File: src/hw/rtl/pfp_div_cell.sv
`timescale 1ns / 1ps
module pfp_div_cell #(
  parameter int DIV_W  = 33,
  parameter int QUO_W  = 18,
  parameter int SIDE_W = 8
) (
  input  logic              clk_i,
  input  logic              rst_ni,
  input  logic              en_i,
  input  logic              valid_i,
  input  logic [DIV_W-1:0]  rem_i,
  input  logic [QUO_W-1:0]  nq_i,
  input  logic [DIV_W-1:0]  div_i,
  input  logic [SIDE_W-1:0] side_i,
  output logic              valid_o,
  output logic [DIV_W-1:0]  rem_o,
  output logic [QUO_W-1:0]  nq_o,
  output logic [DIV_W-1:0]  div_o,
  output logic [SIDE_W-1:0] side_o
);

  logic              valid_q;
  logic [DIV_W-1:0]  rem_q, rem_d;
  logic [QUO_W-1:0]  nq_q, nq_d;
  logic [DIV_W-1:0]  div_q;
  logic [SIDE_W-1:0] side_q;
  logic [DIV_W:0]    trial;
  logic [DIV_W:0]    diff;
  logic              ge;

  // one restoring step: shift in the next dividend bit, subtract if it fits
  always_comb begin
    trial = {rem_i, nq_i[QUO_W-1]};
    diff  = trial - {1'b0, div_i};
    ge    = trial >= {1'b0, div_i};
    rem_d = ge ? diff[DIV_W-1:0] : trial[DIV_W-1:0];
    nq_d  = {nq_i[QUO_W-2:0], ge};
  end

  always_ff @(posedge clk_i or negedge rst_ni) begin
    if (!rst_ni) begin
      valid_q <= 1'b0;
    end else if (en_i) begin
      valid_q <= valid_i;
    end
  end

  always_ff @(posedge clk_i) begin
    if (en_i) begin
      rem_q  <= rem_d;
      nq_q   <= nq_d;
      div_q  <= div_i;
      side_q <= side_i;
    end
  end

  assign valid_o = valid_q;
  assign rem_o   = rem_q;
  assign nq_o    = nq_q;
  assign div_o   = div_q;
  assign side_o  = side_q;

endmodule

File: src/hw/rtl/pfp_div_chain.sv
`timescale 1ns / 1ps
module pfp_div_chain #(
  parameter int DIV_W  = 33,
  parameter int QUO_W  = 18,
  parameter int SIDE_W = 8
) (
  input  logic              clk_i,
  input  logic              rst_ni,
  input  logic              en_i,
  input  logic              valid_i,
  input  logic [DIV_W-1:0]  rem_i,
  input  logic [QUO_W-1:0]  nq_i,
  input  logic [DIV_W-1:0]  div_i,
  input  logic [SIDE_W-1:0] side_i,
  output logic              valid_o,
  output logic [DIV_W-1:0]  rem_o,
  output logic [QUO_W-1:0]  quo_o,
  output logic [DIV_W-1:0]  div_o,
  output logic [SIDE_W-1:0] side_o
);

  logic              valid_w [QUO_W+1];
  logic [DIV_W-1:0]  rem_w   [QUO_W+1];
  logic [QUO_W-1:0]  nq_w    [QUO_W+1];
  logic [DIV_W-1:0]  div_w   [QUO_W+1];
  logic [SIDE_W-1:0] side_w  [QUO_W+1];

  assign valid_w[0] = valid_i;
  assign rem_w[0]   = rem_i;
  assign nq_w[0]    = nq_i;
  assign div_w[0]   = div_i;
  assign side_w[0]  = side_i;

  // one cell per quotient bit, most significant first
  for (genvar i = 0; i < QUO_W; i++) begin : g_cell
    pfp_div_cell #(
      .DIV_W  (DIV_W),
      .QUO_W  (QUO_W),
      .SIDE_W (SIDE_W)
    ) u_cell (
      .clk_i   (clk_i),
      .rst_ni  (rst_ni),
      .en_i    (en_i),
      .valid_i (valid_w[i]),
      .rem_i   (rem_w[i]),
      .nq_i    (nq_w[i]),
      .div_i   (div_w[i]),
      .side_i  (side_w[i]),
      .valid_o (valid_w[i+1]),
      .rem_o   (rem_w[i+1]),
      .nq_o    (nq_w[i+1]),
      .div_o   (div_w[i+1]),
      .side_o  (side_w[i+1])
    );
  end

  assign valid_o = valid_w[QUO_W];
  assign rem_o   = rem_w[QUO_W];
  assign quo_o   = nq_w[QUO_W];
  assign div_o   = div_w[QUO_W];
  assign side_o  = side_w[QUO_W];

endmodule

File: config.mk
export PLATFORM = sky130hd
export DESIGN_NAME = pfp_div_chain
export DESIGN_NICKNAME = d
export VERILOG_FILES = /design/src/hw/rtl/pfp_div_cell.sv /design/src/hw/rtl/pfp_div_chain.sv
export SDC_FILE = /design/constraint.sdc
export NUM_CORES = 2
export LEC_CHECK = 0
export BUFFER_PORTS_ARGS = -buffer_cell sky130_fd_sc_hd__buf_2
export CAP_MARGIN = 20
export CORE_MARGIN = 10
export CORE_UTILIZATION = 49
export CTS_CLUSTER_SIZE = 40
export DETAILED_ROUTE_END_ITERATION = 8
export PLACE_DENSITY = 0.66
export SYNTH_ARGS = -nofsm -noshare
export SYNTH_HDL_FRONTEND = slang
export SYNTH_HIERARCHICAL = 1
export SYNTH_SLANG_ARGS = --single-unit
File: constraint.sdc
create_clock -name clk_i -period 6.59 [get_ports clk_i]
set_input_delay 0.659 -clock clk_i [delete_from_list [all_inputs] [get_ports clk_i]]
set_output_delay 0.659 -clock clk_i [all_outputs]
set_load 0.05 [all_outputs]
==> metrics.md <==
| Metric | Value |
|---|---|
| Routed Antenna Nets | `0` |
| Overall global routing resource usage | `21.70%` |
| CP cell instances | `ha_1 > nand4_1 > nor4_1 > a31oi_1 > nand2_1 > a41oi_4 > buf_4 > mux2_4` |
| CP peak stage delay | `1.13 ns` |
| Cell Area, Placed | `0.09729 mm2` |
| First-pass GRT wire length | `362.7 mm` |
| Layout Skew | `0.04714 ns` |
| Fin crit share | `64.33%` |
| Netlist cell types | `86` |
| Syn avg cell area | `11.43 um2` |
| Drt pass-1 iters | `6` |
| Commonest cells after routing, fill and taps aside | `edfxtp_1, nand2_1, inv_1` |
| Post-synthesis sequential area ratio | `53.10%` |
| Worst-Margin Slew | `1.318 ns` |
| RSZ-0062 raised after global routing | `no` |
| # IOs | `189` |
| RePlAce Congestion | `0.9313` |
| Primary FF master, synth | `edfxtp_1` |
| Count of final setup violators | `0` |
| Sum Neg Setup Slack | `0 ns` |
| Post-synthesis async set-or-reset flop share | `1.075%` |
| Die width | `459.2 um` |
| Fill count | `16530` |
| Detailed router's first-iteration violation count | `5123` |
| Post-Syn Area | `0.09450 mm2` |
| Hold Path Class | `input port to flop` |
| RR Startpoint | `g_cell[12].u_cell/rem_o[18]` |
| Residual DRC count | `0` |
| Worst EP required | `7.17 ns` |
| CTS root buf | `clkbuf_16` |
| Crit-path slowest cell | `nor4_1` |
| Synth Warn # | `6` |
| Die extent in y | `459.2 um` |
| Crit path capture type | `flop` |
| Final HPWL DP | `180.7 mm` |
| Lkg Pwr | `41.48 nW` |
| Worst-path clk slew | `0.06 ns` |
| Vias in the first global route | `62660` |
| Crit path kind | `flop to flop` |
| Initial antenna violation count | `5` |
| Starting density of the core | `49.17%` |
| CP max FO | `57` |
| Yosys reg bits | `1674` |
| CORE AREA | `0.1922 mm2` |
| WHS | `0.1480 ns` |
| Power density over the cells | `503.1 mW/mm2` |
| Post-CTS setup buffers | `0` |
| TritonCTS clock tree | `built` |
| CP Launch Type | `flop` |
| R2r endpoint | `g_cell[13].u_cell/rem_o[1]` |
| Final Hold Fails | `0` |
| Run status | `finished clean` |
| Routed Wire Length | `234.7 mm` |
| Setup crit end | `g_cell[13].u_cell/rem_o[1]` |
| Post-synth EDFFs | `1656` |
| Remaining global-route overflow | `0` |
| Post-CTS sizing | `0` |
| Core Rows | `161` |
| Port Buf Inserts | `188` |
| Largest net degree at the start of global routing | `160` |
| Full die area | `0.2108 mm2` |
| Cell area after layout | `0.1043 mm2` |
| Crit path time final | `4.239 ns` |
| DR vias | `63800` |
| Post-Synthesis Cells | `8265` |
| Total CTS buffers | `187` |
| Most common cell after layout, fill and taps aside | `edfxtp_1` |
| Slew Viols, Final | `0` |
| Syn nets | `8973` |
| Fraction of layout cells with a size suffix above 1 | `12.59%` |
| CTS Buffer Depth | `3` |
| Max frequency | `0.2359 GHz` |
| Clock Sinks | `1674` |
| CP arrival | `4.82 ns` |
| Relative slew slack | `11.35%` |
| Clock latency on the worst-skew pair | `0.84 ns` |
| Reg2Reg Setup Slack | `2.35 ns` |
| Vias per cell | `5.716` |
| Max Cap Viol | `0` |
| VDD IR max | `0.3053 mV` |
| Critical path origin | `g_cell[12].u_cell/rem_o[18]` |
| H-tree depth | `4` |
| Final #Nets | `9188` |
| Area growth, synth to finish | `10.41%` |
| Fin util | `54.29%` |
| Worst r2r path cells | `8` |
| Wire length per cell | `21.03 um` |
## power by group
part           switching (W)  internal [W]
Sequential           0.00170        0.0154
Combinational         0.0152       0.00953
Clock                0.00443       0.00623
Total                 0.0213        0.0312
## cells by family after synthesis
logic type,Yosys count,share of synthesized area (%)
xor+xnor,489,4.532
flops,1674,53.10
buf+inv,1040,5.123
mux,117,1.688
compound gates,2400,17.98
simple gates,1933,9.336
fa+ha+maj,612,8.246
## area by class of cell
type / count / area, um2 / area share [%]
sequential: 1674 / 50180 / 48.09
multi-input combinational: 5551 / 39630 / 37.98
clock buffer: 216 / 4830 / 4.629
tap: 2526 / 3161 / 3.029
inverter: 766 / 2875 / 2.756
timing repair buffer: 300 / 2072 / 1.986
clock inverter: 126 / 1590 / 1.524
antenna: 1 / 2.502 / 0.002398
## worst max-delay path: cells and delay by family, from the launching register on
kind	cells	cell delay [ns]
AND/OR/NAND/NOR	3	1.82
adder cells (fa/ha/maj)	1	0.47
AO/OA/AOI/OAI	2	0.46
flip-flops	1	0.42
buffers and inverters	1	0.39
multiplexers	1	0.39
## flip-flops by register name (all words and copies together), names as in the netlist
register,cells
g_cell.u_cell/div_o,594
g_cell.u_cell/rem_o,594
g_cell.u_cell/nq_o,324
g_cell.u_cell/side_o,144
g_cell.u_cell/valid_o,18
## synth_stat cells (19+ instances only)
library cell,n,area share [%]
mux2_2,36,0.43
or3_1,30,0.20
nor3_1,115,0.61
o41ai_2,21,0.36
ha_1,594,7.9
buf_2,40,0.21
edfxtp_1,1656,53
o211ai_1,75,0.60
xor2_1,215,2.0
a31oi_1,54,0.36
a21boi_0,50,0.40
nand3_1,125,0.66
o21ai_2,269,2.5
clkbuf_1,128,0.51
a211o_1,20,0.19
a21o_1,202,1.6
nor2b_1,19,0.13
a211oi_1,71,0.56
nand2_2,20,0.13
o31ai_1,91,0.72
o21ai_0,411,2.2
inv_1,764,3.0
nor4_1,67,0.44
nor2_1,295,1.2
o21a_1,75,0.60
o21ai_1,47,0.25
nand4_1,67,0.44
a21oi_1,602,3.2
nand2_1,946,3.8
xnor2_1,274,2.5
mux2_4,75,1.2
and3_1,117,0.77
buf_6,91,1.1
o21bai_1,134,1.1
nand2b_1,66,0.44
## per-layer routing
layer | global-route usage, % | wire [um] | share of wire, % | up-vias
met1 | 28.22 | 101800 | 43 | 30750
met5 | 0 | 0 | 0 | -
met2 | 36.85 | 113000 | 48 | 1644
li1 | - | - | - | 31000
met3 | 3.045 | 10800 | 4.6 | 399
met4 | 8.142 | 9157 | 3.9 | 0
## stage by stage
stage | total power [W] | setup slack (ns) | cells
detailed placement | 0.04167 | 2.051 | 10760
CTS | 0.05261 | 2.374 | 11160
floorplan | 0.03582 | 3.294 | 8265
global placement | 0.04147 | 2.016 | 10760
global route | 0.05590 | 2.122 | 11160
finish | 0.05249 | 2.351 | 11160
## worst min path at each step
stage / from / to / depth (start not counted)
after global routing: rem_i[2] / g_cell[0].u_cell/rem_o[3] / 2
after global placement: g_cell[13].u_cell/side_o[6] / g_cell[14].u_cell/side_o[6] / 0
after detailed placement: g_cell[9].u_cell/nq_o[15] / g_cell[10].u_cell/nq_o[16] / 0
final: rem_i[2] / g_cell[0].u_cell/rem_o[3] / 2
after CTS: rem_i[2] / g_cell[0].u_cell/rem_o[3] / 2
after floorplan: rst_ni / g_cell[0].u_cell/valid_o / 0
## what timing repair did
item,4_1_cts,5_1_grt
endpoints found under the setup margin,0,0
hold endpoints to repair,77,0
hold buffers,60,0
Note: power is estimated with default switching activity, not from simulation.
